[config.mk]
export PLATFORM = sky130hd
export DESIGN_NAME = load_cell_adc_reader_with_tare
export DESIGN_NICKNAME = d
export VERILOG_FILES = /design/src/rtl/core/lcat_pkg.sv /design/src/rtl/core/lcat_divider.sv /design/src/rtl/core/load_cell_adc_reader_with_tare.sv
export SDC_FILE = /design/constraint.sdc
export NUM_CORES = 1
export LEC_CHECK = 0
export BUFFER_PORTS_ARGS = -buffer_cell sky130_fd_sc_hd__buf_4
export CORE_MARGIN = 8
export CORE_UTILIZATION = 60
export CTS_CLUSTER_SIZE = 8
export DETAILED_ROUTE_END_ITERATION = 10
export PLACE_DENSITY = 0.81
export SLEW_MARGIN = 25
export SYNTH_ARGS = -nofsm -noshare
export SYNTH_HDL_FRONTEND = slang
export SYNTH_SLANG_ARGS = --single-unit
[constraint.sdc]
create_clock -name aclk -period 10.9 [get_ports aclk]
set_clock_uncertainty 0.05 [all_clocks]
set_input_delay 0 -clock aclk [delete_from_list [all_inputs] [get_ports aclk]]
set_output_delay 0 -clock aclk [all_outputs]
set_load 0.01 [all_outputs]
[src/rtl/core/lcat_pkg.sv]
// shared constants for the load cell readout with tare
package lcat_pkg;

    // field and register widths
    localparam int SAMPLE_W = 24;
    localparam int GRAMS_W  = 25;
    localparam int CFG_W    = 24;
    localparam int PULSE_W  = 5;
    localparam int CNT4_W   = 4;

    // serial clock pulses per conversion read, data bits per read
    localparam logic [PULSE_W-1:0] PULSES    = 5'd25;
    localparam logic [PULSE_W-1:0] DATA_BITS = 5'd24;

    // request kinds
    localparam logic [1:0] KIND_TICK  = 2'd0;
    localparam logic [1:0] KIND_TARE  = 2'd1;
    localparam logic [1:0] KIND_WEIGH = 2'd2;

    // result status codes
    localparam logic [1:0] STATUS_WEIGHT    = 2'd0;
    localparam logic [1:0] STATUS_TARE      = 2'd1;
    localparam logic [1:0] STATUS_TIMEOUT   = 2'd2;
    localparam logic [1:0] STATUS_NOT_TARED = 2'd3;

    // configuration register indexes
    localparam logic CFG_TIMEOUT = 1'b0;
    localparam logic CFG_CPG     = 1'b1;

    // configuration reset values
    localparam logic [CFG_W-1:0] TIMEOUT_RESET = 24'd200000;
    localparam logic [CFG_W-1:0] CPG_RESET     = 24'd2280;

endpackage

[src/rtl/core/lcat_divider.sv]
// bit-serial signed by unsigned divider, truncating toward zero
module lcat_divider
    import lcat_pkg::*;
#(
    parameter int QW = 28
) (
    input  logic                 aclk,
    input  logic                 aresetn,
    input  logic                 start,
    input  logic signed [QW-1:0] dividend,
    input  logic [CFG_W-1:0]     divisor,
    output logic                 done,
    output logic signed [QW-1:0] quotient
);

    localparam int CNT_W = $clog2(QW);

    typedef enum logic [1:0] {D_IDLE, D_ABS, D_RUN, D_FIX} div_state_t;

    div_state_t       state_reg, state_next;
    logic [QW-1:0]    num_reg, num_next;
    logic [CFG_W-1:0] den_reg, den_next;
    logic [CFG_W-1:0] rem_reg, rem_next;
    logic             neg_reg, neg_next;
    logic [CNT_W-1:0] cnt_reg, cnt_next;
    logic             done_reg, done_next;
    logic [QW-1:0]    quot_reg, quot_next;

    // one restoring step: shift in the next dividend bit, trial subtract
    logic [CFG_W:0]   rem_sh;
    logic [CFG_W+1:0] trial;
    logic             borrow;

    assign rem_sh = {rem_reg, num_reg[QW-1]};
    assign trial  = {1'b0, rem_sh} - {2'b00, den_reg};
    assign borrow = trial[CFG_W+1];

    // sequencer next state
    always_comb begin
        state_next = state_reg;
        num_next   = num_reg;
        den_next   = den_reg;
        rem_next   = rem_reg;
        neg_next   = neg_reg;
        cnt_next   = cnt_reg;
        done_next  = 1'b0;
        quot_next  = quot_reg;
        case (state_reg)
            D_IDLE: begin
                if (start) begin
                    num_next   = dividend;
                    den_next   = divisor;
                    neg_next   = dividend[QW-1];
                    state_next = D_ABS;
                end
            end
            D_ABS: begin
                if (neg_reg) begin
                    num_next = ~num_reg + QW'(1);
                end
                rem_next   = '0;
                cnt_next   = '0;
                state_next = D_RUN;
            end
            D_RUN: begin
                rem_next = borrow ? rem_sh[CFG_W-1:0] : trial[CFG_W-1:0];
                num_next = {num_reg[QW-2:0], ~borrow};
                cnt_next = cnt_reg + CNT_W'(1);
                if (cnt_reg == CNT_W'(QW - 1)) begin
                    state_next = D_FIX;
                end
            end
            D_FIX: begin
                quot_next  = neg_reg ? (~num_reg + QW'(1)) : num_reg;
                done_next  = 1'b1;
                state_next = D_IDLE;
            end
            default: begin
                state_next = D_IDLE;
            end
        endcase
    end

    // state and registered outputs
    always_ff @(posedge aclk) begin
        if (!aresetn) begin
            state_reg <= D_IDLE;
            num_reg   <= '0;
            den_reg   <= '0;
            rem_reg   <= '0;
            neg_reg   <= 1'b0;
            cnt_reg   <= '0;
            done_reg  <= 1'b0;
            quot_reg  <= '0;
        end else begin
            state_reg <= state_next;
            num_reg   <= num_next;
            den_reg   <= den_next;
            rem_reg   <= rem_next;
            neg_reg   <= neg_next;
            cnt_reg   <= cnt_next;
            done_reg  <= done_next;
            quot_reg  <= quot_next;
        end
    end

    assign done     = done_reg;
    assign quotient = $signed(quot_reg);

endmodule

[src/rtl/core/load_cell_adc_reader_with_tare.sv]
// top level: load cell converter readout with tare and serial divider
//
// Each input request is one tick of the converter interface: it carries the
// sampled data line and a request kind (plain tick, start tare, start weigh).
// Each request produces exactly one result on the m_ channel: the serial clock
// level to drive for that tick, busy and done flags, status, the last sample,
// the weight in grams and the stored tare offset.
// A tare or weigh first waits for the data line to go low (with a timeout in
// ticks), then clocks 25 pulses and shifts in a 24-bit sample MSB first.
// A tick that needs no division passes the pending result register, then the
// output register. The tick that ends a weigh with a good sample, or a tare
// with at least one good sample, runs the bit-serial divider: one quotient
// bit a cycle over the tare sum width (28 bits at the default).
// One request is worked on at a time; s_ready is high whenever the core is
// idle, also while a finished result waits in the output register. If the
// receiver stalls, the finished result of the next request holds in the core
// until the output register frees up. Reset (aresetn low, synchronous) clears
// the sequence, tare and outputs and loads the configuration defaults
// (timeout 200000 ticks, 2280 counts/gram). Configuration is written through
// cfg_wr_en/cfg_addr/cfg_wdata; the user must do so while idle (not enforced).
module load_cell_adc_reader_with_tare
    import lcat_pkg::*;
#(
    parameter int TARE_SAMPLES = 10
) (
    input  logic                       aclk,
    input  logic                       aresetn,
    // configuration write port
    input  logic                       cfg_wr_en,
    input  logic                       cfg_addr,
    input  logic [CFG_W-1:0]           cfg_wdata,
    // input request channel
    input  logic                       s_valid,
    output logic                       s_ready,
    input  logic [1:0]                 s_kind,
    input  logic                       s_data_line,
    // result channel
    output logic                       m_valid,
    input  logic                       m_ready,
    output logic                       m_clock_line,
    output logic                       m_busy_res,
    output logic                       m_done_res,
    output logic [1:0]                 m_status,
    output logic signed [SAMPLE_W-1:0] m_raw_sample,
    output logic signed [GRAMS_W-1:0]  m_grams,
    output logic signed [SAMPLE_W-1:0] m_tare_value
);

    // tare sum holds up to TARE_SAMPLES signed 24-bit samples
    localparam int SUM_W = SAMPLE_W + $clog2(TARE_SAMPLES + 1);

    typedef enum logic [1:0] {PH_IDLE, PH_WAIT, PH_HIGH, PH_LOW} phase_t;
    typedef enum logic [1:0] {S_IDLE, S_DIV, S_DONE} ctl_t;

    // configuration
    logic [CFG_W-1:0] timeout_reg, timeout_next;
    logic [CFG_W-1:0] cpg_reg, cpg_next;

    // readout sequence state
    phase_t                     phase_reg, phase_next;
    logic                       taring_reg, taring_next;
    logic [PULSE_W-1:0]         pulse_reg, pulse_next;
    logic [CFG_W-1:0]           wait_reg, wait_next;
    logic [SAMPLE_W-1:0]        shift_reg, shift_next;
    logic [CNT4_W-1:0]          samples_reg, samples_next;
    logic [CNT4_W-1:0]          good_reg, good_next;
    logic signed [SUM_W-1:0]    sum_reg, sum_next;
    logic signed [SAMPLE_W-1:0] zero_reg, zero_next;
    logic                       tared_reg, tared_next;
    logic signed [SAMPLE_W-1:0] last_reg, last_next;

    // pending result and control
    ctl_t                       ctl_reg, ctl_next;
    logic                       res_clk_reg, res_clk_next;
    logic                       res_done_reg, res_done_next;
    logic [1:0]                 res_status_reg, res_status_next;
    logic signed [GRAMS_W-1:0]  grams_reg, grams_next;
    logic                       div_start_reg, div_start_next;
    logic                       div_tare_reg, div_tare_next;

    // output register
    logic                       m_valid_reg, m_valid_next;
    logic                       o_clk_reg, o_clk_next;
    logic                       o_busy_reg, o_busy_next;
    logic                       o_done_reg, o_done_next;
    logic [1:0]                 o_status_reg, o_status_next;
    logic signed [SAMPLE_W-1:0] o_raw_reg, o_raw_next;
    logic signed [GRAMS_W-1:0]  o_grams_reg, o_grams_next;
    logic signed [SAMPLE_W-1:0] o_tare_reg, o_tare_next;

    // read completion of this tick
    logic accepted;
    logic end_rd;
    logic rd_ok;

    // divider hookup
    logic signed [SUM_W-1:0] div_dividend;
    logic [CFG_W-1:0]        div_divisor;
    logic                    div_done;
    logic signed [SUM_W-1:0] div_quot;

    assign s_ready  = (ctl_reg == S_IDLE);
    assign accepted = s_valid && s_ready;

    // dividend and divisor for the tare average or the weigh
    always_comb begin
        if (div_tare_reg) begin
            div_dividend = sum_reg;
            div_divisor  = CFG_W'(good_reg);
        end else begin
            div_dividend = SUM_W'(last_reg) - SUM_W'(zero_reg);
            div_divisor  = (cpg_reg == '0) ? CFG_W'(1) : cpg_reg;
        end
    end

    lcat_divider #(
        .QW(SUM_W)
    ) u_div (
        .aclk     (aclk),
        .aresetn  (aresetn),
        .start    (div_start_reg),
        .dividend (div_dividend),
        .divisor  (div_divisor),
        .done     (div_done),
        .quotient (div_quot)
    );

    // tick sequencing, division hand-off and output register
    always_comb begin
        timeout_next    = timeout_reg;
        cpg_next        = cpg_reg;
        phase_next      = phase_reg;
        taring_next     = taring_reg;
        pulse_next      = pulse_reg;
        wait_next       = wait_reg;
        shift_next      = shift_reg;
        samples_next    = samples_reg;
        good_next       = good_reg;
        sum_next        = sum_reg;
        zero_next       = zero_reg;
        tared_next      = tared_reg;
        last_next       = last_reg;
        ctl_next        = ctl_reg;
        res_clk_next    = res_clk_reg;
        res_done_next   = res_done_reg;
        res_status_next = res_status_reg;
        grams_next      = grams_reg;
        div_start_next  = 1'b0;
        div_tare_next   = div_tare_reg;
        m_valid_next    = m_valid_reg && !m_ready;
        o_clk_next      = o_clk_reg;
        o_busy_next     = o_busy_reg;
        o_done_next     = o_done_reg;
        o_status_next   = o_status_reg;
        o_raw_next      = o_raw_reg;
        o_grams_next    = o_grams_reg;
        o_tare_next     = o_tare_reg;
        end_rd          = 1'b0;
        rd_ok           = 1'b0;

        // configuration writes
        if (cfg_wr_en) begin
            case (cfg_addr)
                CFG_TIMEOUT: timeout_next = cfg_wdata;
                CFG_CPG:     cpg_next     = cfg_wdata;
                default:     ;
            endcase
        end

        case (ctl_reg)
            S_IDLE: begin
                if (accepted) begin
                    res_clk_next    = 1'b0;
                    res_done_next   = 1'b0;
                    res_status_next = STATUS_WEIGHT;
                    grams_next      = '0;
                    ctl_next        = S_DONE;

                    // one tick of the readout sequence
                    case (phase_reg)
                        PH_IDLE: begin
                            case (s_kind)
                                KIND_TARE: begin
                                    taring_next  = 1'b1;
                                    samples_next = '0;
                                    good_next    = '0;
                                    sum_next     = '0;
                                    wait_next    = '0;
                                    phase_next   = PH_WAIT;
                                end
                                KIND_WEIGH: begin
                                    if (!tared_reg) begin
                                        res_done_next   = 1'b1;
                                        res_status_next = STATUS_NOT_TARED;
                                    end else begin
                                        taring_next = 1'b0;
                                        wait_next   = '0;
                                        phase_next  = PH_WAIT;
                                    end
                                end
                                KIND_TICK: ;
                                default:   ;
                            endcase
                        end
                        PH_WAIT: begin
                            if (!s_data_line) begin
                                pulse_next = '0;
                                shift_next = '0;
                                phase_next = PH_HIGH;
                            end else if (wait_reg >= timeout_reg) begin
                                end_rd = 1'b1;
                            end else begin
                                wait_next = wait_reg + CFG_W'(1);
                            end
                        end
                        PH_HIGH: begin
                            res_clk_next = 1'b1;
                            if (pulse_reg < DATA_BITS) begin
                                shift_next = {shift_reg[SAMPLE_W-2:0], s_data_line};
                            end
                            phase_next = PH_LOW;
                        end
                        PH_LOW: begin
                            pulse_next = pulse_reg + PULSE_W'(1);
                            if (pulse_next >= PULSES) begin
                                last_next = $signed(shift_reg);
                                end_rd    = 1'b1;
                                rd_ok     = 1'b1;
                            end else begin
                                phase_next = PH_HIGH;
                            end
                        end
                        default: begin
                            phase_next = PH_IDLE;
                        end
                    endcase

                    // end of one conversion read
                    if (end_rd) begin
                        if (taring_reg) begin
                            samples_next = samples_reg + CNT4_W'(1);
                            if (rd_ok) begin
                                sum_next  = sum_reg + SUM_W'(last_next);
                                good_next = good_reg + CNT4_W'(1);
                            end
                            if (samples_next >= CNT4_W'(TARE_SAMPLES)) begin
                                tared_next      = 1'b1;
                                phase_next      = PH_IDLE;
                                res_done_next   = 1'b1;
                                res_status_next = STATUS_TARE;
                                if (good_next != '0) begin
                                    div_start_next = 1'b1;
                                    div_tare_next  = 1'b1;
                                    ctl_next       = S_DIV;
                                end else begin
                                    zero_next = '0;
                                end
                            end else begin
                                wait_next  = '0;
                                phase_next = PH_WAIT;
                            end
                        end else begin
                            phase_next    = PH_IDLE;
                            res_done_next = 1'b1;
                            if (rd_ok) begin
                                res_status_next = STATUS_WEIGHT;
                                div_start_next  = 1'b1;
                                div_tare_next   = 1'b0;
                                ctl_next        = S_DIV;
                            end else begin
                                res_status_next = STATUS_TIMEOUT;
                            end
                        end
                    end
                end
            end
            S_DIV: begin
                // take the quotient into the offset or the weight
                if (div_done) begin
                    if (div_tare_reg) begin
                        zero_next = $signed(div_quot[SAMPLE_W-1:0]);
                    end else begin
                        grams_next = $signed(div_quot[GRAMS_W-1:0]);
                    end
                    ctl_next = S_DONE;
                end
            end
            S_DONE: begin
                // move the finished result into the output register
                if (!m_valid_reg || m_ready) begin
                    m_valid_next  = 1'b1;
                    o_clk_next    = res_clk_reg;
                    o_busy_next   = (phase_reg != PH_IDLE);
                    o_done_next   = res_done_reg;
                    o_status_next = res_status_reg;
                    o_raw_next    = last_reg;
                    o_grams_next  = grams_reg;
                    o_tare_next   = zero_reg;
                    ctl_next      = S_IDLE;
                end
            end
            default: begin
                ctl_next = S_IDLE;
            end
        endcase
    end

    // state and registered outputs
    always_ff @(posedge aclk) begin
        if (!aresetn) begin
            timeout_reg    <= TIMEOUT_RESET;
            cpg_reg        <= CPG_RESET;
            phase_reg      <= PH_IDLE;
            taring_reg     <= 1'b0;
            pulse_reg      <= '0;
            wait_reg       <= '0;
            shift_reg      <= '0;
            samples_reg    <= '0;
            good_reg       <= '0;
            sum_reg        <= '0;
            zero_reg       <= '0;
            tared_reg      <= 1'b0;
            last_reg       <= '0;
            ctl_reg        <= S_IDLE;
            res_clk_reg    <= 1'b0;
            res_done_reg   <= 1'b0;
            res_status_reg <= STATUS_WEIGHT;
            grams_reg      <= '0;
            div_start_reg  <= 1'b0;
            div_tare_reg   <= 1'b0;
            m_valid_reg    <= 1'b0;
            o_clk_reg      <= 1'b0;
            o_busy_reg     <= 1'b0;
            o_done_reg     <= 1'b0;
            o_status_reg   <= STATUS_WEIGHT;
            o_raw_reg      <= '0;
            o_grams_reg    <= '0;
            o_tare_reg     <= '0;
        end else begin
            timeout_reg    <= timeout_next;
            cpg_reg        <= cpg_next;
            phase_reg      <= phase_next;
            taring_reg     <= taring_next;
            pulse_reg      <= pulse_next;
            wait_reg       <= wait_next;
            shift_reg      <= shift_next;
            samples_reg    <= samples_next;
            good_reg       <= good_next;
            sum_reg        <= sum_next;
            zero_reg       <= zero_next;
            tared_reg      <= tared_next;
            last_reg       <= last_next;
            ctl_reg        <= ctl_next;
            res_clk_reg    <= res_clk_next;
            res_done_reg   <= res_done_next;
            res_status_reg <= res_status_next;
            grams_reg      <= grams_next;
            div_start_reg  <= div_start_next;
            div_tare_reg   <= div_tare_next;
            m_valid_reg    <= m_valid_next;
            o_clk_reg      <= o_clk_next;
            o_busy_reg     <= o_busy_next;
            o_done_reg     <= o_done_next;
            o_status_reg   <= o_status_next;
            o_raw_reg      <= o_raw_next;
            o_grams_reg    <= o_grams_next;
            o_tare_reg     <= o_tare_next;
        end
    end

    assign m_valid      = m_valid_reg;
    assign m_clock_line = o_clk_reg;
    assign m_busy_res   = o_busy_reg;
    assign m_done_res   = o_done_reg;
    assign m_status     = o_status_reg;
    assign m_raw_sample = o_raw_reg;
    assign m_grams      = o_grams_reg;
    assign m_tare_value = o_tare_reg;

endmodule

**Word level (Yosys, flattened, before mapping)**

Cells that the tools add are included.

- Order comparisons: 4
- Bitwise logic cells: 3
- Eq/ne operators: 31
- Multiplexer cells: 112
- Add/sub/neg operators: 9
- Reductions and logical operators: 35

Operators with widths:

| cell | number |
|---|---|
| 2-to-1 mux 24 bit | 22 |
| one-hot mux 24 bit (2 select lines) | 5 |
| 2-to-1 mux 28 bit | 8 |
| one-hot mux 28 bit (3 select lines) | 1 |
| 2-to-1 mux 25 bit | 3 |
| 2-to-1 mux 4 bit | 13 |
| one-hot mux 25 bit (2 select lines) | 1 |
| 2-to-1 mux 2 bit | 22 |
| adder 28 x 1 -> 28 bit (second input constant) | 1 |
| adder 28 x 24 -> 28 bit | 1 |
| 2-to-1 mux 1 bit | 28 |
| NOT 28 bit | 1 |
| subtractor 25 x 24 -> 26 bit | 1 |
| subtractor 24 x 24 -> 25 bit | 1 |
| adder 24 x 1 -> 24 bit (second input constant) | 1 |
| >= comparator 24 bit | 1 |
| zero test 24 bit | 1 |
| one-hot mux 5 bit (2 select lines) | 2 |
| inequality test 2 x 1 -> 1 bit (second input constant) | 8 |
| inequality test 2 bit (second input constant) | 8 |
| one-hot mux 2 bit (4 select lines) | 2 |
| AND reduction 5 bit | 3 |
| AND reduction 2 bit | 7 |
| nonzero test 2 bit | 7 |
| 26 further kinds | 46 |

- Flip-flop bits (word level): 411
- Input bits: 33
- Logic and storage cells: 230
- Output and inout port bits: 80

**Longest topological paths before layout**

Gate-level depths: netlist of the first run.

- Word-level depth: 18
- Gate-level depth with buffers: 20
- Mapped depth without buffers: 17

**Hierarchy**

A second synthesis of the first run with hierarchy kept.

- Cell total of the unflattened synthesis: 2881
- Area total of the unflattened synthesis: 22235.1 um2

Modules (own cells, without submodules):

| module | instances | sequential area each (um2) | cells each | area an instance (um2) |
|---|---|---|---|---|
| load_cell_adc_reader_with_tare | 1 | 6025.8 | 2030 | 15320.9 |
| lcat_divider | 1 | 2262.2 | 851 | 6914.1 |

**Least setup slack after synthesis of the first run**

Ideal clock, no wire load.

- Path type: reg2reg
- Start: register pulse_reg[0]
- End: register sum_reg[26]
- Library setup time: 0.118 ns
- Slack: 6.109 ns
- Buffers on the path: 4
- Cell stages (with the launch flop): 20
- Required time: 10.732 ns
- Clock period less this slack: 4.791 ns
- Arrival: 4.623 ns
- Cell sequence: dfxtp_1 ha_1 nand3_1 xor2_1 nor4_1 clkbuf_1 clkbuf_1 buf_1 mux2_2 ha_1 clkbuf_1 a21o_1 o21bai_1 a221oi_1 o31a_1 o21ai_0 a31o_2 a211oi_1 mux2i_1 a21oi_1

- Word-level cells in the longest chain between the ends: 10
- Elaborated cells on any way between the ends: 17

Ends and longest elaborated chain:

| what | line | RTL |
|---|---|---|
| from (decl) | load_cell_adc_reader_with_tare.sv:62 | `logic [PULSE_W-1:0] pulse_reg, pulse_next;` |
| from (signal assigned) | load_cell_adc_reader_with_tare.sv:344 | `pulse_reg <= pulse_next;` |
| adder 5 x 1 -> 5 bit (*) | load_cell_adc_reader_with_tare.sv:224 | `pulse_next = pulse_reg + PULSE_W'(1);` |
| >= comparator 5 bit (*) | load_cell_adc_reader_with_tare.sv:225 | `if (pulse_next >= PULSES) begin` |
| 2-to-1 mux 24 bit | load_cell_adc_reader_with_tare.sv:225 |  |
| 2-to-1 mux 24 bit | load_cell_adc_reader_with_tare.sv:180 | `case (phase_reg)` |
| 2-to-1 mux 24 bit | load_cell_adc_reader_with_tare.sv:172 | `if (accepted) begin` |
| 2-to-1 mux 24 bit | load_cell_adc_reader_with_tare.sv:170 | `case (ctl_reg)` |
| adder 28 x 24 -> 28 bit | load_cell_adc_reader_with_tare.sv:243 | `sum_next = sum_reg + SUM_W'(last_next);` |
| 2-to-1 mux 28 bit | load_cell_adc_reader_with_tare.sv:242 | `if (rd_ok) begin` |
| 2-to-1 mux 28 bit | load_cell_adc_reader_with_tare.sv:240 | `if (taring_reg) begin` |
| 2-to-1 mux 28 bit (*) | load_cell_adc_reader_with_tare.sv:239 | `if (end_rd) begin` |
| to (signal assigned) | load_cell_adc_reader_with_tare.sv:349 | `sum_reg <= sum_next;` |
| to (decl) | load_cell_adc_reader_with_tare.sv:67 | `logic signed [SUM_W-1:0] sum_reg, sum_next;` |

Mark *: on every way between the ends. The rest lies on a longest branch, timed or not. The select of a mux whose other input is x is not followed.
A chain may end at the register's enable or synchronous reset.

**Final worst setup path of the first run**

Same ends and word-level chain as after synthesis.

==> results of run 1 <==
[worst max path at each step]
stage                              start                       end  depth (start not counted)  slack, ps
4_1_cts        pulse_reg[0]$_SDFFE_PN0P_  sum_reg[26]$_SDFFE_PN0P_                         17       6130
3_3_place_gp   pulse_reg[0]$_SDFFE_PN0P_  sum_reg[26]$_SDFFE_PN0P_                         17       6280
3_5_place_dp   pulse_reg[0]$_SDFFE_PN0P_  sum_reg[26]$_SDFFE_PN0P_                         17       6170
2_1_floorplan  pulse_reg[0]$_SDFFE_PN0P_  sum_reg[26]$_SDFFE_PN0P_                         19       6110
6_report       pulse_reg[0]$_SDFFE_PN0P_  sum_reg[26]$_SDFFE_PN0P_                         17       6040
5_1_grt        pulse_reg[0]$_SDFFE_PN0P_  sum_reg[26]$_SDFFE_PN0P_                         17       5840
[metal layers]
metal / vias up / track usage (%) / routed length [um] / share of wire, %
met3: 109 / 4.503 / 5063 / 8.4
met2: 766 / 45.13 / 27320 / 45
met4: 0 / 7.684 / 1295 / 2.1
li1: 9761 / - / - / -
met1: 9534 / 38.15 / 26870 / 44
met5: - / 0 / 0 / 0
[through the flow]
stage	total power, W	hold WS, ps	instance area [um^2]
after floorplan	0.002079	73.97	21500
after global placement	0.002216	177.9	22430
after detailed placement	0.002233	179.4	22440
after CTS	0.003774	94.07	24380
after global routing	0.003918	151.0	24390
final	0.003771	119.9	24390
[area by class of cell]
cell class              count  area (um^2)  area share (%)
clock inverters             2        21.27         0.08721
flip-flops and latches    411         8228           33.73
inverters                 119        454.2           1.862
multi-input cells        2012        12190           49.99
repair buffers            179         1459           5.981
clock buffers              60         1459           5.981
well taps                 461        576.8           2.365
[worst max-delay path, cell delays in order, from the launching register on]
cell	delay (ps)
dfxtp_1	390
ha_1	260
nand3_1	120
xor2_1	180
nor4_2	240
buf_4	450
o21ai_0	200
ha_1	250
fa_1	410
a21oi_1	230
o22ai_1	160
o31ai_1	440
o31a_1	240
o21ai_0	210
a31o_2	320
a211oi_1	270
mux2i_1	240
a21oi_1	50
[cell usage in the layout (no fill, tap or decap), types with 9 or more instances in the layout]
| cell type | Yosys | routed |
|---|---|---|
| nand2_1 | 444 | 444 |
| dfxtp_1 | 411 | 411 |
| a21oi_1 | 310 | 309 |
| nor2_1 | 188 | 186 |
| buf_4 | 2 | 133 |
| nand3_1 | 122 | 122 |
| o21ai_0 | 119 | 119 |
| inv_1 | 117 | 117 |
| ha_1 | 114 | 114 |
| clkbuf_16 | 0 | 58 |
| a21o_1 | 55 | 55 |
| nor3_1 | 47 | 47 |
| xnor2_1 | 47 | 47 |
| dlygate4sd3_1 | 0 | 46 |
| xor2_1 | 43 | 43 |
| a211oi_1 | 41 | 41 |
| nand4_1 | 35 | 35 |
| mux2i_1 | 31 | 31 |
| a22o_1 | 27 | 27 |
| a221oi_1 | 25 | 25 |
| a31oi_1 | 22 | 22 |
| mux2_2 | 21 | 21 |
| o31ai_1 | 21 | 21 |
| o211ai_1 | 21 | 21 |
| and2_1 | 19 | 18 |
| o21a_1 | 17 | 17 |
| and3_1 | 16 | 16 |
| nor2b_1 | 18 | 16 |
| nor4_1 | 16 | 15 |
| or3_1 | 15 | 15 |
| nand2b_1 | 16 | 15 |
| a32oi_1 | 14 | 14 |
| a22oi_1 | 13 | 13 |
| o21bai_1 | 11 | 11 |
| a311oi_1 | 10 | 10 |
| o221ai_1 | 10 | 10 |
| a31o_2 | 9 | 9 |
[where the power goes]
group / switching [W] / leakage [nW] / internal, W
clock network: 0.000607 / 0.728 / 0.000924
logic: 0.000384 / 5.58 / 0.000235
registers: 0.0000649 / 3.33 / 0.00156
total: 0.00106 / 9.64 / 0.00271
[logic make-up (layout without fill, tap and decap cells)]
kind of cell	count (synthesis)	after routing	share of synthesized area, %
muxes	52	52	2.543
DFF	411	411	38.27
AOI/OAI and AO/OA	781	781	23.14
xor gates and xnor gates	90	90	3.667
buffers and inverters	295	360	5.191
adders and majority gates	117	117	6.914
and+or+nand+nor	972	972	20.27
==> qor.yml, run 1 <==
synthesis:
  synth-seq-cells: 411
  yosysWarnings: 0
  synth_edf_count: 0
  ys_seq_area_share_pct: 38.27
  ys_top_cells_by_area: "dfxtp_1 38%, nand2_1 7.8%, a21oi_1 7.2%"
  synth_common_cells: "444 x nand2_1, 411 x dfxtp_1, 310 x a21oi_1"
  synth_top_area_share_pct: 38.27
  netlist_area_um2: 21500
  ys_async_sr_fraction_pct: 0
  avgSynthCellArea_um2: 7.910
  synth_most_common_cell: "nand2_1"
  synthFlopType: "dfxtp_1"
  synth_cell_types: 74
  syn-num-nets: 2868
  syn_inst: 2718
  yosysTopAreaCell: "dfxtp_1"
timing:
  tightest_slew_ps: 1149
  rsz0062_at_grt: "false"
  fin_crit_ps: 4861
  fin_tns_setup_ps: 0
  timing.final.crit_share_pct: 44.60
  slew_viol_final: 0
  setup_viol: 0
  max_freq_ghz: 0.2057
  hold_violations: 0
  slew_headroom_pct: 23.10
  fin_ws_ps: 6039
flow_run:
  max-cap-violations: 0
placed_design:
  gp_congestion: 0.9282
  pre_cts_ws_ps: 6166
  portBuffers: 112
  dp_hpwl_mm: 42.16
  place_inst: 3136
min_path:
  holdPathEnd: "res_done_reg$_SDFFE_PN0P_"
  hold_start: "s_kind[0]"
  hold_class: "input pin to flop"
  min_delay_path_depth: 6
clock_network:
  clk_latency_ps: 600
  cts_setup_buffers: 0
  cts_sinks: 411
  ctsResizeCount: 0
  cts_tree: "yes"
  cts_buffers: 57
  holdBufCountCts: 46
  max-clock-path-buffers: 3
  cts_max_level: 2
  clockRootBuffer: "clkbuf_16"
  path_clk_slew_ps: 50
die:
  core-area_um2: 35400
  initial_utilization_pct: 60.74
  ios: 113
  chipWidth_um: 205.3
  fp.dieH_um: 205.3
  die_area_um2: 42140
  rows: 69
cells_and_area:
  drive_gt1_share_pct: 8.875
  layoutNonFillerInstCount: 3244
  nNetsFinal: 2930
  post-route-util_pct: 68.91
  synthToLayoutAreaGrowth_pct: 13.46
  fillCellCount: 2846
  antenna_cells: 0
pwr:
  p_leak_nw: 9.636
  vdd_drop_max_mv: 0.1411
  power.density_nw_per_um2: 154.6
outcome:
  status: "completed"
drt:
  postRouteAntennaNets: 0
  drc: 0
  vias: 20170
  routed_via_density: 6.218
  drtPass1Iterations: 6
  drtIter0Drc: 1762
  drt-total-wl_mm: 60.55
  post_drt_wl_per_cell_um: 18.67
global_route:
  grtUsageTotal_pct: 27.89
  first_global_vias: 19220
  gr-total-overflow: 0
  antenna_found_initial: 0
  grt_max_degree: 116
  grt_pass1_wl_mm: 97.70
setup_path:
  critPathKind: "flop to flop"
  r2r_start: "pulse_reg[0]$_SDFFE_PN0P_"
  ff2ff_setup_slack_ps: 6040
  arrival_ps: 5300
  cp_max_fo: 38
  r2r_end: "sum_reg[26]$_SDFFE_PN0P_"
  cp_data_required_time_ps: 11330
  cp-end-kind: "flop"
  start_kind: "flop"
  reg2reg_depth: 17
No activity file was read; power rests on OpenSTA's default activity.
==> inputs of run 2 (changes only) <==
- CORE_UTILIZATION: 60 -> 56
- PLACE_DENSITY: 0.81 -> 0.8
- clock period: 10.9 -> 4.2 ns (I/O delays scaled with it)
==> run 2 against run 1 <==
Via count grew 1.8%. Utilization shrank 2.8 points. Maximum frequency grew 18%. Total power grew to 2.6 times the previous value. Highest routed layer unchanged. Critical endpoint is now sum_reg[24]$_SDFFE_PN0P_. Critical path type unchanged. Sequential power grew to 2.6 times the previous value.
==> qor.yml, run 2 (synthesis results as in run 1) <==
timing:
  whs_ps: 114.4  # was 119.9 ps
  fin_crit_ps: 4124  # was 4861 ps
  max_freq_ghz: 0.2425  # was 0.2057 GHz
  slew_viol_final: 0  # unchanged
  timing.final.crit_share_pct: 98.19  # was 44.60%
  slew_headroom_pct: 29.50  # was 23.10%
  rsz0062_at_grt: "true"  # was false
  tightest_slew_ps: 1057  # was 1149 ps
  setup_viol: 0  # unchanged
  hold_violations: 0  # unchanged
pwr:
  power.density_nw_per_um2: 395.6  # was 154.6 nW/um^2
  p_leak_nw: 9.859  # was 9.636 nW
  power.switching_w: 0.002818  # was 0.001056 W
  p_int_w: 0.007050  # was 0.002715 W
  comb_power_share_pct: 16.8  # was 16.4%
  clockPowerShare_pct: 40.6  # about the same
  vdd_drop_max_mv: 0.3522  # was 0.1411 mV
  p_seq_share_pct: 42.6  # was 43.0%
  p_sw_share_pct: 28.56  # was 28.01%
  p_total_w: 0.009868  # was 0.003771 W
setup_path:
  cp-end-kind: "flop"  # unchanged
  cp_num_buf_inv: 2  # was 1
  crit_family: "compound AO/OA/AOI/OAI gates"  # unchanged
  cp_max_fo: 10  # was 38
  arrival_ps: 4560  # was 5300 ps
  slowest_delay_ps: 390  # was 450 ps
  start_kind: "flop"  # unchanged
  path_cells: "ha_4 -> nand3_1 -> xor2_1 -> nor4_2 -> buf_4 -> buf_12 -> mux2_2 -> ha_2 -> nand2_1 -> a32oi_2 -> o31ai_4 -> o31a_1 -> o21ai_2 -> a21oi_1 -> o21ai_1 -> xnor2_1 -> a31o_2"  # was ha_1 -> nand3_1 -> xor2_1 -> nor4_2 -> buf_4 -> o21ai_0 -> ha_1 -> fa_1 -> a21oi_1 -> o22ai_1 -> o31ai_1 -> o31a_1 -> o21ai_0 -> a31o_2 -> a211oi_1 -> mux2i_1 -> a21oi_1
  slowest_stage: "ha_2"  # was buf_4
  cp_data_required_time_ps: 4640  # was 11330 ps
  critPathKind: "flop to flop"  # unchanged
global_route:
  first_global_vias: 19140  # was 19220
  gr-max-usage-layer: "met2"  # unchanged
  grt_max_degree: 156  # was 116
  antenna_found_initial: 2  # was 0
  gr-total-overflow: 0  # unchanged
  grtUsageTotal_pct: 27.03  # was 27.89%
  use_met1_pct: 37.17  # was 38.15%
  met2_usage_pct: 43.42  # was 45.13%
  met3_usage_pct: 3.993  # was 4.503%
  grt_pass1_wl_mm: 100.2  # was 97.70 mm
placed_design:
  gp_congestion: 0.9307  # was 0.9282
  portBuffers: 112  # unchanged
  dp_hpwl_mm: 44.13  # was 42.16 mm
  placed_area_um2: 22860  # was 22440 um^2
drt:
  postRouteAntennaNets: 0  # unchanged
  drtIter0Drc: 1964  # was 1762
  drt-total-wl_mm: 63.25  # was 60.55 mm
  vias: 20530  # was 20170
  routed_via_density: 6.154  # was 6.218
  drtPass1Iterations: 8  # was 6
  post_drt_wl_per_cell_um: 18.96  # was 18.67 um
  drc: 0  # unchanged
clock_network:
  max-clock-path-buffers: 3  # unchanged
  cts_sinks: 411  # unchanged
  path_clk_slew_ps: 50  # about the same
  clk_latency_ps: 600  # about the same
  clockRootBuffer: "clkbuf_16"  # unchanged
  cts_tree: "yes"  # unchanged
  cts_buffers: 57  # unchanged
  cts_max_level: 2  # unchanged
outcome:
  status: "completed"  # unchanged
cells_and_area:
  synthToLayoutAreaGrowth_pct: 16.02  # was 13.46%
  post-route-util_pct: 66.06  # was 68.91%
  fillCellCount: 3119  # was 2846
  final_common_cell: "nand2_1"  # unchanged
  most-common-layout-cells: "444 x nand2_1, 409 x dfxtp_1, 305 x a21oi_1"  # was 444 x nand2_1, 411 x dfxtp_1, 309 x a21oi_1
  drive_gt1_share_pct: 11.51  # was 8.875%
  nNetsFinal: 2971  # was 2930
  final_area_um2: 24940  # was 24390 um^2
die:
  ios: 113  # unchanged
  die_area_um2: 44910  # was 42140 um^2
  fp.dieH_um: 211.9  # was 205.3 um
  initial_utilization_pct: 56.94  # was 60.74%
  chipWidth_um: 211.9  # was 205.3 um
  core-area_um2: 37760  # was 35400 um^2
  rows: 71  # was 69
min_path:
  hold_class: "input pin to flop"  # unchanged
flow_run:
  max-cap-violations: 0  # unchanged
## run 2: changes by cell type in the layout (fill, tap and decap cells not counted), moves of 4 or more
cell           change
a21oi_1            -4
buf_4             +48
dlygate4sd3_1     -10
ha_1               -7
ha_4               +4
o21ai_0            -4
## run 2: stage by stage
stage / TNS (ps) / setup WS (ps) / cells
6_report: 0 / 76.01 / 3336
4_1_cts: 0 / 37.91 / 3329
2_1_floorplan: 0 / 28.78 / 2718
5_1_grt: -146.2 / -60.25 / 3336
3_3_place_gp: 0 / 17.89 / 3230
3_5_place_dp: -124.9 / -52.07 / 3230
## run 2: repair_timing
action                     in CTS  in global routing
hold endpoints to repair       85                  0
buffers inserted                1                  6
resized for setup               6                 34
setup endpoints to repair       4                 13
pin swaps                       0                 14
hold buffers                   36                  0
## run 2: layout make-up
cell class	instances	area, um^2	share of cell area (%)
flip-flops and latches	411	8235	33.02
clock inverters	3	45.04	0.1806
multi-input cells	2012	12360	49.56
clock buffers	59	1434	5.749
diodes	1	2.502	0.01003
well taps	511	639.4	2.563
inverters	119	454.2	1.821
repair buffers	220	1770	7.098
## run 2: worst paths after layout
kind | to | slack (ps) | startpoint | cells past startpoint
setup / recovery | sum_reg[24]$_SDFFE_PN0P_ | 80 | pulse_reg[0]$_SDFFE_PN0P_ | 17
hold / removal | phase_reg[0]$_SDFFE_PN0P_ | 110 | s_kind[0] | 6
setup reg to reg | sum_reg[24]$_SDFFE_PN0P_ | 80 | pulse_reg[0]$_SDFFE_PN0P_ | 17
hold reg to reg | m_grams[21]$_SDFFE_PN0P_ | 400 | grams_reg[21]$_SDFFE_PN0P_ | 2
## run 2: worst reg2reg max path, stage by stage (launching register included)
cell and delay [ps]:
dfxtp_4 370, ha_4 160, nand3_1 100, xor2_1 180
nor4_2 320, buf_4 220, buf_12 140, mux2_2 350
ha_2 400, nand2_1 100, a32oi_2 310, o31ai_4 140
o31a_1 370, o21ai_2 240, a21oi_1 100, o21ai_1 160
xnor2_1 80, a31o_2 230
## run 2: power groups by stage
stage	registers (W)	clock network [W]	logic [W]
3_5_place_dp	0.00427	0	0.00157
6_report	0.00421	0.00401	0.00165
2_1_floorplan	0.00422	0	0.00118
4_1_cts	0.00420	0.00405	0.00161
5_1_grt	0.00422	0.00420	0.00180
3_3_place_gp	0.00426	0	0.00154
## run 2: routing by layer
layer	vias up	wire, um
li1	9826	-
met1	9801	28050
met2	795	28740
met3	109	4918
met4	0	1532
met5	-	0
